## config.mk

```make
export PLATFORM = sky130hd
export DESIGN_NAME = midi_track_event_parser_core
export DESIGN_NICKNAME = d
export VERILOG_FILES = /design/src/sv/mtep_pkg.sv /design/src/sv/mtep_in_stage.sv /design/src/sv/mtep_parse.sv /design/src/sv/mtep_out_stage.sv /design/src/sv/midi_track_event_parser_core.sv
export SDC_FILE = /design/constraint.sdc
export NUM_CORES = 1
export LEC_CHECK = 0
export ABC_AREA = 1
export BUFFER_PORTS_ARGS = -buffer_cell sky130_fd_sc_hd__buf_2
export CORE_MARGIN = 3
export CORE_UTILIZATION = 25
export DETAILED_ROUTE_END_ITERATION = 8
export GPL_TIMING_DRIVEN = 0
export PLACE_DENSITY = 0.42
export SLEW_MARGIN = 25
export SYNTH_ARGS = -nofsm -noshare
export SYNTH_HDL_FRONTEND = slang
export SYNTH_SLANG_ARGS = --single-unit
export TNS_END_PERCENT = 5
```

## constraint.sdc

```tcl
create_clock -name clk -period 5.7 [get_ports clk]
set_input_delay 0.57 -clock clk [delete_from_list [all_inputs] [get_ports clk]]
set_output_delay 0.57 -clock clk [all_outputs]
set_load 0.1 [all_outputs]
```

## src/sv/mtep_pkg.sv

```systemverilog
`timescale 1ns / 1ps

package mtep_pkg;

  // Status bytes with special handling
  localparam logic [7:0] ST_META     = 8'hFF;
  localparam logic [7:0] ST_SYSEX    = 8'hF0;
  localparam logic [7:0] ST_ESCAPE   = 8'hF7;
  localparam logic [7:0] ST_SONG_POS = 8'hF2;
  localparam logic [7:0] ST_SONG_SEL = 8'hF3;
  localparam logic [7:0] META_EOT    = 8'h2F;

  // Upper nibbles of channel messages
  localparam logic [3:0] NIB_NOTE_OFF = 4'h8;
  localparam logic [3:0] NIB_NOTE_ON  = 4'h9;
  localparam logic [3:0] NIB_POLY     = 4'hA;
  localparam logic [3:0] NIB_CTRL     = 4'hB;
  localparam logic [3:0] NIB_PROG     = 4'hC;
  localparam logic [3:0] NIB_PRESS    = 4'hD;
  localparam logic [3:0] NIB_PITCH    = 4'hE;

  localparam logic KIND_HEADER  = 1'b0;
  localparam logic KIND_PAYLOAD = 1'b1;

  typedef struct packed {
    logic       track_start;
    logic [7:0] data_byte;
  } in_beat_t;

  typedef struct packed {
    logic        kind;
    logic [31:0] delta_time;
    logic [31:0] total_time;
    logic [7:0]  status;
    logic [7:0]  type_or_data1;
    logic [7:0]  data2;
    logic [31:0] payload_length;
    logic [7:0]  payload_byte;
    logic        last;
    logic        end_of_track;
  } res_t;

endpackage

```

## src/sv/mtep_in_stage.sv

```systemverilog
`timescale 1ns / 1ps

module mtep_in_stage
  import mtep_pkg::*;
(
  input  logic     clk,
  input  logic     rst_n,
  input  logic     in_valid,
  output logic     in_ready,
  input  in_beat_t in_beat,
  input  logic     take,
  output logic     held_valid,
  output in_beat_t held_beat
);

  logic     valid_r;
  logic     valid_nxt;
  in_beat_t beat_r;

  // A held beat leaves in the same cycle a new one arrives.
  assign in_ready   = !valid_r || take;
  assign held_valid = valid_r;
  assign held_beat  = beat_r;

  always_comb begin
    valid_nxt = valid_r;
    if (in_ready) begin
      valid_nxt = in_valid;
    end
  end

  always_ff @(posedge clk) begin
    if (!rst_n) begin
      valid_r <= 1'b0;
    end else begin
      valid_r <= valid_nxt;
    end
  end

  always_ff @(posedge clk) begin
    if (in_valid && in_ready) begin
      beat_r <= in_beat;
    end
  end

endmodule

```

## src/sv/mtep_parse.sv

```systemverilog
`timescale 1ns / 1ps

module mtep_parse
  import mtep_pkg::*;
#(
  parameter int TIME_WIDTH = 32
) (
  input  logic     clk,
  input  logic     rst_n,
  input  logic     step,
  input  in_beat_t beat,
  output logic     res_valid,
  output res_t     res
);

  typedef enum logic [2:0] {
    PH_DELTA,
    PH_STATUS,
    PH_METATYPE,
    PH_LEN,
    PH_PAYLOAD,
    PH_DATA1,
    PH_DATA2,
    PH_SKIP
  } phase_t;

  localparam int TW = TIME_WIDTH;

  phase_t          phase_r, phase_nxt, c_phase;
  logic [7:0]      rs_r, rs_nxt, c_rs;
  logic [7:0]      cs_r, cs_nxt, c_cs;
  logic [TW-1:0]   dacc_r, dacc_nxt, c_dacc;
  logic [TW-1:0]   total_r, total_nxt, c_total;
  logic [7:0]      fd_r, fd_nxt, c_fd;
  logic [7:0]      sd_r, sd_nxt, c_sd;
  logic [31:0]     lacc_r, lacc_nxt, c_lacc;
  logic [31:0]     brem_r, brem_nxt, c_brem;
  logic            ended_r, ended_nxt, c_ended;

  logic [7:0]      b;
  logic [7:0]      ev;
  logic            used;
  logic [31:0]     brem_dec;
  logic [TW+31:0]  dacc_ext;
  logic [TW+31:0]  total_ext;
  logic            end_evt;

  assign b = beat.data_byte;

  // A track start clears everything before the byte is parsed.
  always_comb begin
    c_phase = beat.track_start ? PH_DELTA : phase_r;
    c_rs    = beat.track_start ? 8'd0 : rs_r;
    c_cs    = beat.track_start ? 8'd0 : cs_r;
    c_dacc  = beat.track_start ? '0 : dacc_r;
    c_total = beat.track_start ? '0 : total_r;
    c_fd    = beat.track_start ? 8'd0 : fd_r;
    c_sd    = beat.track_start ? 8'd0 : sd_r;
    c_lacc  = beat.track_start ? 32'd0 : lacc_r;
    c_brem  = beat.track_start ? 32'd0 : brem_r;
    c_ended = beat.track_start ? 1'b0 : ended_r;
  end

  assign dacc_ext  = {32'd0, c_dacc};
  assign total_ext = {32'd0, c_total};
  assign brem_dec  = (c_brem != 32'd0) ? c_brem - 32'd1 : c_brem;

  // A data byte in status position reuses the running status, if there is one.
  assign used = !(!b[7] && (c_rs != 8'd0));
  assign ev   = used ? b : c_rs;

  always_comb begin
    phase_nxt = c_phase;
    rs_nxt    = c_rs;
    cs_nxt    = c_cs;
    dacc_nxt  = c_dacc;
    total_nxt = c_total;
    fd_nxt    = c_fd;
    sd_nxt    = c_sd;
    lacc_nxt  = c_lacc;
    brem_nxt  = c_brem;
    ended_nxt = c_ended;
    end_evt   = 1'b0;

    res_valid          = 1'b0;
    res.kind           = KIND_HEADER;
    res.delta_time     = dacc_ext[31:0];
    res.total_time     = total_ext[31:0];
    res.status         = c_cs;
    res.type_or_data1  = c_fd;
    res.data2          = c_sd;
    res.payload_length = 32'd0;
    res.payload_byte   = 8'd0;
    res.last           = 1'b1;
    res.end_of_track   = 1'b0;

    if (!c_ended) begin
      case (c_phase)
        PH_DELTA: begin
          dacc_nxt = {c_dacc[TW-8:0], b[6:0]};
          if (!b[7]) begin
            total_nxt = c_total + dacc_nxt;
            fd_nxt    = 8'd0;
            sd_nxt    = 8'd0;
            lacc_nxt  = 32'd0;
            brem_nxt  = 32'd0;
            phase_nxt = PH_STATUS;
          end
        end
        PH_STATUS: begin
          if (!(ev inside {ST_META, ST_SYSEX, ST_ESCAPE})) begin
            rs_nxt = ev;
          end
          cs_nxt     = ev;
          res.status = ev;
          if (ev == ST_META) begin
            phase_nxt = PH_METATYPE;
          end else if (ev inside {ST_SYSEX, ST_ESCAPE}) begin
            lacc_nxt  = 32'd0;
            phase_nxt = PH_LEN;
          end else if (ev inside {ST_SONG_POS, ST_SONG_SEL}) begin
            if (used) begin
              brem_nxt  = (ev == ST_SONG_POS) ? 32'd2 : 32'd1;
              phase_nxt = PH_SKIP;
            end else if (ev == ST_SONG_SEL) begin
              // The byte itself is the one skipped byte.
              brem_nxt  = 32'd0;
              res_valid = 1'b1;
              end_evt   = 1'b1;
            end else begin
              brem_nxt  = 32'd1;
              phase_nxt = PH_SKIP;
            end
          end else if (ev[7:4] inside {NIB_NOTE_OFF, NIB_NOTE_ON, NIB_POLY, NIB_CTRL,
                                       NIB_PITCH, NIB_PROG, NIB_PRESS}) begin
            if (used) begin
              phase_nxt = PH_DATA1;
            end else begin
              fd_nxt            = b;
              res.type_or_data1 = b;
              if (ev[7:4] inside {NIB_PROG, NIB_PRESS}) begin
                res_valid = 1'b1;
                end_evt   = 1'b1;
              end else begin
                phase_nxt = PH_DATA2;
              end
            end
          end else begin
            res_valid = 1'b1;
            end_evt   = 1'b1;
          end
        end
        PH_SKIP: begin
          brem_nxt = brem_dec;
          if (brem_dec == 32'd0) begin
            res_valid = 1'b1;
            end_evt   = 1'b1;
          end
        end
        PH_DATA1: begin
          fd_nxt            = b;
          res.type_or_data1 = b;
          if (c_cs[7:4] inside {NIB_PROG, NIB_PRESS}) begin
            res_valid = 1'b1;
            end_evt   = 1'b1;
          end else begin
            phase_nxt = PH_DATA2;
          end
        end
        PH_DATA2: begin
          sd_nxt    = b;
          res.data2 = b;
          res_valid = 1'b1;
          end_evt   = 1'b1;
        end
        PH_METATYPE: begin
          fd_nxt    = b;
          lacc_nxt  = 32'd0;
          phase_nxt = PH_LEN;
        end
        PH_LEN: begin
          lacc_nxt = {c_lacc[24:0], b[6:0]};
          if (!b[7]) begin
            brem_nxt           = lacc_nxt;
            res_valid          = 1'b1;
            res.payload_length = lacc_nxt;
            res.last           = (lacc_nxt == 32'd0);
            if (lacc_nxt == 32'd0) begin
              end_evt = 1'b1;
            end else begin
              phase_nxt = PH_PAYLOAD;
            end
          end
        end
        PH_PAYLOAD: begin
          brem_nxt           = brem_dec;
          res_valid          = 1'b1;
          res.kind           = KIND_PAYLOAD;
          res.payload_length = c_lacc;
          res.payload_byte   = b;
          res.last           = (brem_dec == 32'd0);
          end_evt            = (brem_dec == 32'd0);
        end
        default: begin
          phase_nxt = PH_DELTA;
          dacc_nxt  = '0;
        end
      endcase

      if (end_evt) begin
        phase_nxt = PH_DELTA;
        dacc_nxt  = '0;
        if ((cs_nxt == ST_META) && (fd_nxt == META_EOT)) begin
          ended_nxt = 1'b1;
        end
        // Running status with no data bytes: the byte opens the next delta time.
        if ((c_phase == PH_STATUS) && !used && !b[7]) begin
          dacc_nxt  = {{(TW-7){1'b0}}, b[6:0]};
          total_nxt = c_total + dacc_nxt;
          fd_nxt    = 8'd0;
          sd_nxt    = 8'd0;
          lacc_nxt  = 32'd0;
          brem_nxt  = 32'd0;
          phase_nxt = PH_STATUS;
          if (ev[7:4] inside {NIB_PROG, NIB_PRESS} || ev == ST_SONG_SEL) begin
            // Those events consumed the byte as data; undo the reparse.
            dacc_nxt  = '0;
            total_nxt = c_total;
            fd_nxt    = (ev == ST_SONG_SEL) ? c_fd : b;
            sd_nxt    = c_sd;
            lacc_nxt  = c_lacc;
            brem_nxt  = 32'd0;
            phase_nxt = PH_DELTA;
          end
        end
      end
    end

    res.end_of_track = (res.status == ST_META) && (res.type_or_data1 == META_EOT);
  end

  always_ff @(posedge clk) begin
    if (!rst_n) begin
      phase_r <= PH_DELTA;
      rs_r    <= 8'd0;
      cs_r    <= 8'd0;
      dacc_r  <= '0;
      total_r <= '0;
      fd_r    <= 8'd0;
      sd_r    <= 8'd0;
      lacc_r  <= 32'd0;
      brem_r  <= 32'd0;
      ended_r <= 1'b0;
    end else if (step) begin
      phase_r <= phase_nxt;
      rs_r    <= rs_nxt;
      cs_r    <= cs_nxt;
      dacc_r  <= dacc_nxt;
      total_r <= total_nxt;
      fd_r    <= fd_nxt;
      sd_r    <= sd_nxt;
      lacc_r  <= lacc_nxt;
      brem_r  <= brem_nxt;
      ended_r <= ended_nxt;
    end
  end

endmodule

```

## src/sv/mtep_out_stage.sv

```systemverilog
`timescale 1ns / 1ps

module mtep_out_stage
  import mtep_pkg::*;
(
  input  logic clk,
  input  logic rst_n,
  input  logic load,
  input  res_t res,
  output logic load_ok,
  output logic out_valid,
  input  logic out_ready,
  output res_t out_res
);

  logic valid_r;
  logic valid_nxt;
  res_t res_r;

  assign load_ok   = !valid_r || out_ready;
  assign out_valid = valid_r;
  assign out_res   = res_r;

  always_comb begin
    valid_nxt = valid_r;
    if (load_ok) begin
      valid_nxt = load;
    end
  end

  always_ff @(posedge clk) begin
    if (!rst_n) begin
      valid_r <= 1'b0;
    end else begin
      valid_r <= valid_nxt;
    end
  end

  always_ff @(posedge clk) begin
    if (load && load_ok) begin
      res_r <= res;
    end
  end

endmodule

```

## src/sv/midi_track_event_parser_core.sv

```systemverilog
`timescale 1ns / 1ps

// Channel   Dir  Handshake             Beat contents
// in_       in   in_valid / in_ready   track_start, data_byte
// out_      out  out_valid / out_ready kind, times, status, data, length, payload, flags
//
// One byte per cycle while the output is not stalled: a byte is registered in the
// input register, where the parser state and the next-state logic work on it,
// and its result, if any, is registered in the output register.
// Reset clears the parser state and both valid flags; no clearing pass.
// A stalled result holds the byte in the input register; input keeps flowing
// while the output register drains.
module midi_track_event_parser_core
  import mtep_pkg::*;
#(
  parameter int TIME_WIDTH = 32
) (
  input  logic        clk,
  input  logic        rst_n,
  input  logic        in_valid,
  output logic        in_ready,
  input  logic        in_track_start,
  input  logic [7:0]  in_data_byte,
  output logic        out_valid,
  input  logic        out_ready,
  output logic        out_kind,
  output logic [31:0] out_delta_time,
  output logic [31:0] out_total_time,
  output logic [7:0]  out_status,
  output logic [7:0]  out_type_or_data1,
  output logic [7:0]  out_data2,
  output logic [31:0] out_payload_length,
  output logic [7:0]  out_payload_byte,
  output logic        out_last,
  output logic        out_end_of_track
);

  in_beat_t in_beat;
  in_beat_t held_beat;
  logic     held_valid;
  logic     take;
  logic     load_ok;
  logic     res_valid;
  res_t     res;
  res_t     out_res;

  assign in_beat.track_start = in_track_start;
  assign in_beat.data_byte   = in_data_byte;
  assign take                = held_valid && load_ok;

  mtep_in_stage u_in (
    .clk        (clk),
    .rst_n      (rst_n),
    .in_valid   (in_valid),
    .in_ready   (in_ready),
    .in_beat    (in_beat),
    .take       (take),
    .held_valid (held_valid),
    .held_beat  (held_beat)
  );

  mtep_parse #(
    .TIME_WIDTH (TIME_WIDTH)
  ) u_parse (
    .clk       (clk),
    .rst_n     (rst_n),
    .step      (take),
    .beat      (held_beat),
    .res_valid (res_valid),
    .res       (res)
  );

  mtep_out_stage u_out (
    .clk       (clk),
    .rst_n     (rst_n),
    .load      (take && res_valid),
    .res       (res),
    .load_ok   (load_ok),
    .out_valid (out_valid),
    .out_ready (out_ready),
    .out_res   (out_res)
  );

  assign out_kind           = out_res.kind;
  assign out_delta_time     = out_res.delta_time;
  assign out_total_time     = out_res.total_time;
  assign out_status         = out_res.status;
  assign out_type_or_data1  = out_res.type_or_data1;
  assign out_data2          = out_res.data2;
  assign out_payload_length = out_res.payload_length;
  assign out_payload_byte   = out_res.payload_byte;
  assign out_last           = out_res.last;
  assign out_end_of_track   = out_res.end_of_track;

endmodule

```

# [Word-level counts from Yosys, hierarchy flattened]
# Cells that the tools add are included.
[totals] input_bits=13 output_inout_bits=133 wordCells=197 regBits=306
[op_classes] n_bitwise=1 addsub=3 n_reduce_logical=30 n_eq_ne=25 muxes=114
[op_table] op="$mux W32" n=32
[op_table] op="$pmux W32 S4" n=2
[op_table] op="$mux W8" n=30
[op_table] op="$mux W65" n=1
[op_table] op="$logic_not A32 Y1" n=2
[op_table] op="$pmux W32 S2" n=1
[op_table] op="$eq A8 B8 Y1 const B" n=7
[op_table] op="$mux W3" n=16
[op_table] op="$eq A4 B4 Y1 const B" n=9
[op_table] op="$add A32 B32 Y32" n=1
[op_table] op="$add A32 B7 Y32" n=1
[op_table] op="$pmux W8 S2" n=2
[op_table] op="$reduce_bool A32 Y1" n=1
[op_table] op="$sub A32 B1 Y32 const B" n=1
[op_table] op="$pmux W8 S3" n=1
[op_table] op="$mux W1" n=23
[op_table] op="$eq A8 B6 Y1 const B" n=2
[op_table] op="$pmux W3 S5" n=1
[op_table] op="$eq A3 B3 Y1 const B" n=4
[op_table] op="$logic_and A1 B1 Y1" n=9
[op_table] op="$reduce_bool A2 Y1" n=4
[op_table] op="$reduce_bool A8 Y1" n=1
[op_table] op="$reduce_or A2 Y1" n=4
[op_table] op="$mux W7" n=1
[op_table] op="other kinds (12)" n=17

# [Longest topological paths before layout]
[logic_depth] ltp_word=17 depth_mapped=32 depth_no_buf=25

# [Hierarchy]
# From an unflattened synthesis, not the netlist that was laid out.
[unflattened] cells_unflattened=3243 hier_area_um2=21350.5
[by_module_without_submodules] mod="mtep_parse" instances=1 cells_each=3085 seq_area_each_um2=3283.1 area_per_inst_um2=17026.3
[by_module_without_submodules] mod="mtep_out_stage" instances=1 cells_each=138 seq_area_each_um2=3953.8 area_per_inst_um2=3985.1
[by_module_without_submodules] mod="mtep_in_stage" instances=1 cells_each=16 seq_area_each_um2=290.3 area_per_inst_um2=321.6
[by_module_without_submodules] mod="midi_track_event_parser_core" instances=1 cells_each=4 seq_area_each_um2=0.0 area_per_inst_um2=17.5

# [Least setup slack after synthesis]
# Ideal clock, no wire load.
[synth_path] kind="flip-flop to flip-flop" start="register u_in.beat_r, in the netlist u_in.held_beat[8]" end="register u_out.res_r, in the netlist u_out.out_res[0] (enable)" setup_slack_ns=0.061 required_time_ns=5.216 path_stages_with_launch=21 synth_period_minus_slack_ns=5.639 arrival_time_ns=5.155 n_path_buf=3 setup_time_ns=0.484 path_cell_list="edfxtp_1 inv_2 buf_6 clkbuf_1 nand2_1 ha_1 nand3_1 inv_1 nand2_1 nor2_2 nand3_4 buf_2 nand2_1 nand2_1 nor2_1 nand2_1 nor4_1 nand2_1 nand2_1 nand2_1 inv_1"
[synth_between] elab_chain_cells=16 word_cells_on_any_way=52 cone_classes="add/sub (1); eq/ne (20); mux (19); reduce/logical (12)"
[synth_lines] item="start, declared" line_no="mtep_in_stage.sv:18" rtl="in_beat_t beat_r;"
[synth_lines] item="start signal, assigned" line_no="mtep_in_stage.sv:42" rtl="beat_r <= in_beat;"
[synth_lines] item="branches (longest 13 deep; another with $sub A32 B1 Y32)"
[synth_lines] item="$mux W1 (*)" line_no="mtep_parse.sv:97" rtl="if (!c_ended) begin"
[synth_lines] item="$logic_and A1 B1 Y1 (*)" line_no="midi_track_event_parser_core.sv:76" rtl=".load (take && res_valid),"
[synth_lines] item="$logic_and A1 B1 Y1 (*)" line_no="mtep_out_stage.sv:40" rtl="if (load && load_ok) begin"
[synth_lines] item="end signal, assigned" line_no="mtep_out_stage.sv:41" rtl="res_r <= res;"
[synth_lines] item="end, declared" line_no="mtep_out_stage.sv:18" rtl="res_t res_r;"
# Every way passes the cells marked *.
# A chain may end at the register's enable or synchronous reset.

==> flow_metrics.env <==
export IMPL_syn_nets=3291
export IMPL_busiest_layer="met2"
export IMPL_worst_pin_slew_ns=1.08
export IMPL_grtUsageMet3_pct=3.68
export IMPL_arrival_ns=6.00
export IMPL_max_freq_mhz=183
export IMPL_total_power_mw=6.59
export IMPL_yosys_area_share_simple_pct=28.1
export IMPL_tritoncts="yes"
export IMPL_design_area_um2=25000
export IMPL_p_leak_nw=10.8
export IMPL_die_area_um2=88400
export IMPL_grt_ovfl_total=0
export IMPL_finalCriticalPeriod_ns=5.47
export IMPL_hp_class="in2reg"
export IMPL_place_area_um2=23400
export IMPL_synth_compound_area_share_pct=22.4
export IMPL_drcViolationCount=0
export IMPL_synthTopCellsByArea="edfxtp_1 20%, nand2_1 16%, dfxtp_1 16%"
export IMPL_drv_cap=0
export IMPL_crit_type="reg2reg"
export IMPL_drt_total_wl_um=108000
export IMPL_synth_area_um2=21200
export IMPL_drv_slew=0
export IMPL_start_kind="flop"
export IMPL_synth_top_cell_by_area="edfxtp_1"
export IMPL_synth_edf_count=140
export IMPL_syn2layout_area_growth_pct=17.7
export IMPL_grt_pass1_vias=22300
export IMPL_wl_per_cell_um=23.4
export IMPL_via_per_inst=5.18
export IMPL_grt_use_met2_pct=36.0
export IMPL_grt_pass1_wl_um=156000
export IMPL_start_util_pct=25.3
export IMPL_vias=23800
export IMPL_io_pins=146
export IMPL_synth_fa_ha_area_share_pct=1.98
export IMPL_cts_made_buffers=44
export IMPL_io_buffers=145
export IMPL_utilization_pct=29.8
export IMPL_antenna_found_initial=5
export IMPL_clockBufferDepth=3
export IMPL_ctsHoldBuffers=0
export IMPL_hold_viol=0
export IMPL_cts_root_buf="clkbuf_16"
export IMPL_ys_seq_elements=306
export IMPL_clk_pin_slew_worst_paths_ns=0.06
export IMPL_synth_xor_area_share_pct=2.02
export IMPL_peakVddDrop_mv=0.182
export IMPL_syn_area_per_cell_um2=6.54
export IMPL_setup_viol=0
export IMPL_p_per_area_nw_per_um2=264
export IMPL_clkLatencyLatePin_ns=0.60
export IMPL_synth_area_mux_share_pct=0.0472
export IMPL_nNetsFinal=3481
export IMPL_final_antenna_net_count=0
export IMPL_drtPass1Iterations=6
export IMPL_post_route_period_util_pct=96.0
export IMPL_syn_inst=3245
export IMPL_grt_total_usage_pct=23.5
export IMPL_core_area_um2=83800
export IMPL_status="completed"
export IMPL_synth_warnings=0
export IMPL_grt_max_degree=70
export IMPL_met1_usage_pct=33.2
export IMPL_async_reset_ff_share_pct=0
export IMPL_clock_sinks=306
export IMPL_relSlewSlack_pct=28.2
export IMPL_ys_flop_type="dfxtp_1"
export IMPL_worstPathMaxFanout=28
export IMPL_seq_area_frac_synth_pct=35.5
export IMPL_globalplace_congestion=0.952
export IMPL_place_detailed_hpwl_um=82400
export IMPL_synth_top_family_by_area="simple AND/OR/NAND/NOR gates"
export IMPL_die_w_um=297
export IMPL_rsz0062_at_grt="false"
export IMPL_drive_gt1_share_pct=8.47
export IMPL_end_kind="flop"
export IMPL_fin_skew_ns=0.0440
export IMPL_rows=106
export IMPL_synth_cell_types=49
export IMPL_die_height_um=297
export IMPL_htreeDepth=2
export IMPL_required_ns=6.23
export IMPL_synth_top_area_share_pct=19.8
export IMPL_antennaDiodeCount=0
export IMPL_drt_iter0_drc=2531
-- registers in the layout (all words and copies together), names as in the netlist, 3 cells and up --
signal,count
u_parse.fd_r,8
u_in.held_beat,9
u_parse.brem_r,32
u_parse.cs_r,8
u_parse.lacc_r,32
u_parse.rs_r,8
u_parse.phase_r,3
u_parse.dacc_r,32
u_parse.total_r,32
u_parse.sd_r,8
u_out.out_res,131
-- worst paths after layout --
path / from / to / slack, ns / cells after the start
hold / removal: in_data_byte[5] / u_in.held_beat[5] / 0.15 / 1
hold reg to reg: u_parse.dacc_r[25] / u_parse.dacc_r[25] / 0.46 / 2
setup reg to reg: u_in.held_beat[8] / u_parse.total_r[30] / 0.23 / 27
setup / recovery: u_in.held_beat[8] / u_parse.total_r[30] / 0.23 / 27
-- per-stage QoR --
step | std cells | hold WS [ns] | TNS, ns | worst slack [ns]
2_1_floorplan | 3245 | 0.445 | 0 | 0.0613
3_3_place_gp | 4524 | 0.453 | -455.98 | -3.30
3_5_place_dp | 4525 | 0.455 | -28.01 | -1.45
4_1_cts | 4603 | 0.117 | 0 | 0.0483
5_1_grt | 4604 | 0.135 | 0 | 0.0163
6_report | 4604 | 0.152 | 0 | 0.227
-- repair_timing --
item                                    4_1_cts  5_1_grt
endpoints found under the setup margin       29       84
gates resized for setup                      10        9
buffers inserted                              0        2
-- worst max-delay path, cell delays in order, from the launching register on --
cell,delay [ns]
edfxtp_1,0.55
inv_2,0.17
buf_6,0.17
buf_4,0.24
buf_4,0.30
buf_8,0.33
clkbuf_4,0.38
buf_1,0.47
nand2_1,0.15
inv_1,0.29
ha_1,0.35
a21oi_1,0.25
o21ai_0,0.24
a21oi_1,0.18
nand2_1,0.15
nand3_1,0.18
nand3_1,0.09
nand2_1,0.12
nand2_1,0.06
nand2_1,0.08
nand2_1,0.05
nand2_1,0.13
nand2_1,0.06
nand2_1,0.06
nand2_1,0.05
nand2_1,0.07
nand2_1,0.05
a21oi_1,0.15
-- cell usage after synthesis (all sizes together) (3+ instances only) --
library cell / count
o22ai: 33
clkinv: 7
nor2: 266
o2111ai: 20
o211ai: 48
xor2: 37
a22oi: 9
a21boi: 4
nand4: 54
o32a: 3
nand3: 169
a21o: 4
dfxtp: 166
nand3b: 3
xnor2: 12
o21ai: 344
inv: 349
a221oi: 6
ha: 32
a21oi: 334
nand2: 933
nor4: 8
nor3: 23
o221ai: 19
clkbuf: 133
o21bai: 7
a31oi: 20
buf: 49
edfxtp: 140
-- cell families after synthesis --
| group | after synthesis |
|---|---|
| adders and majority gates | 33 |
| AOI/OAI and AO/OA | 859 |
| buffers and inverters | 538 |
| xor gates and xnor gates | 49 |
| DFF | 306 |
| muxes | 1 |
| and+or+nand+nor | 1459 |
-- report_power, final --
group / total [mW] / internal, mW / switching, mW
clock: 2.94 / 1.79 / 1.15
sequential: 2.42 / 2.37 / 0.0530
combinational: 1.22 / 0.294 / 0.928
-- layout by cell type (no fill, tap or decap), drive strengths merged, types with 7 or more instances in the layout --
cell type,instances
o211ai,48
a22oi,9
bufinv,7
o221ai,19
clkinv,21
inv,353
ha,32
o21bai,7
o21ai,344
xor2,37
o22ai,33
nor3,23
clkbuf,187
nand3,169
nand4,54
xnor2,12
a21oi,334
nor2,266
dfxtp,166
a31oi,20
nand2,933
buf,192
nor4,8
edfxtp,140
o2111ai,20
-- per-layer routing --
layer	routed length, µm	vias up
li1	-	11300
met1	49100	11300
met2	46000	1034
met3	8200	174
met4	4650	0
met5	0	-
-- area by class of cell --
cell class,instances,area (µm²)
flip-flops and latches,306,7530
clock inverters,27,348
fillers,9450,58800
clock buffers,54,1170
well taps,1134,1420
plain buffers,178,782
multi-input cells,2401,11600
repair buffers,148,768
inverters,356,1350
Note: power is estimated with default switching activity, not from simulation.
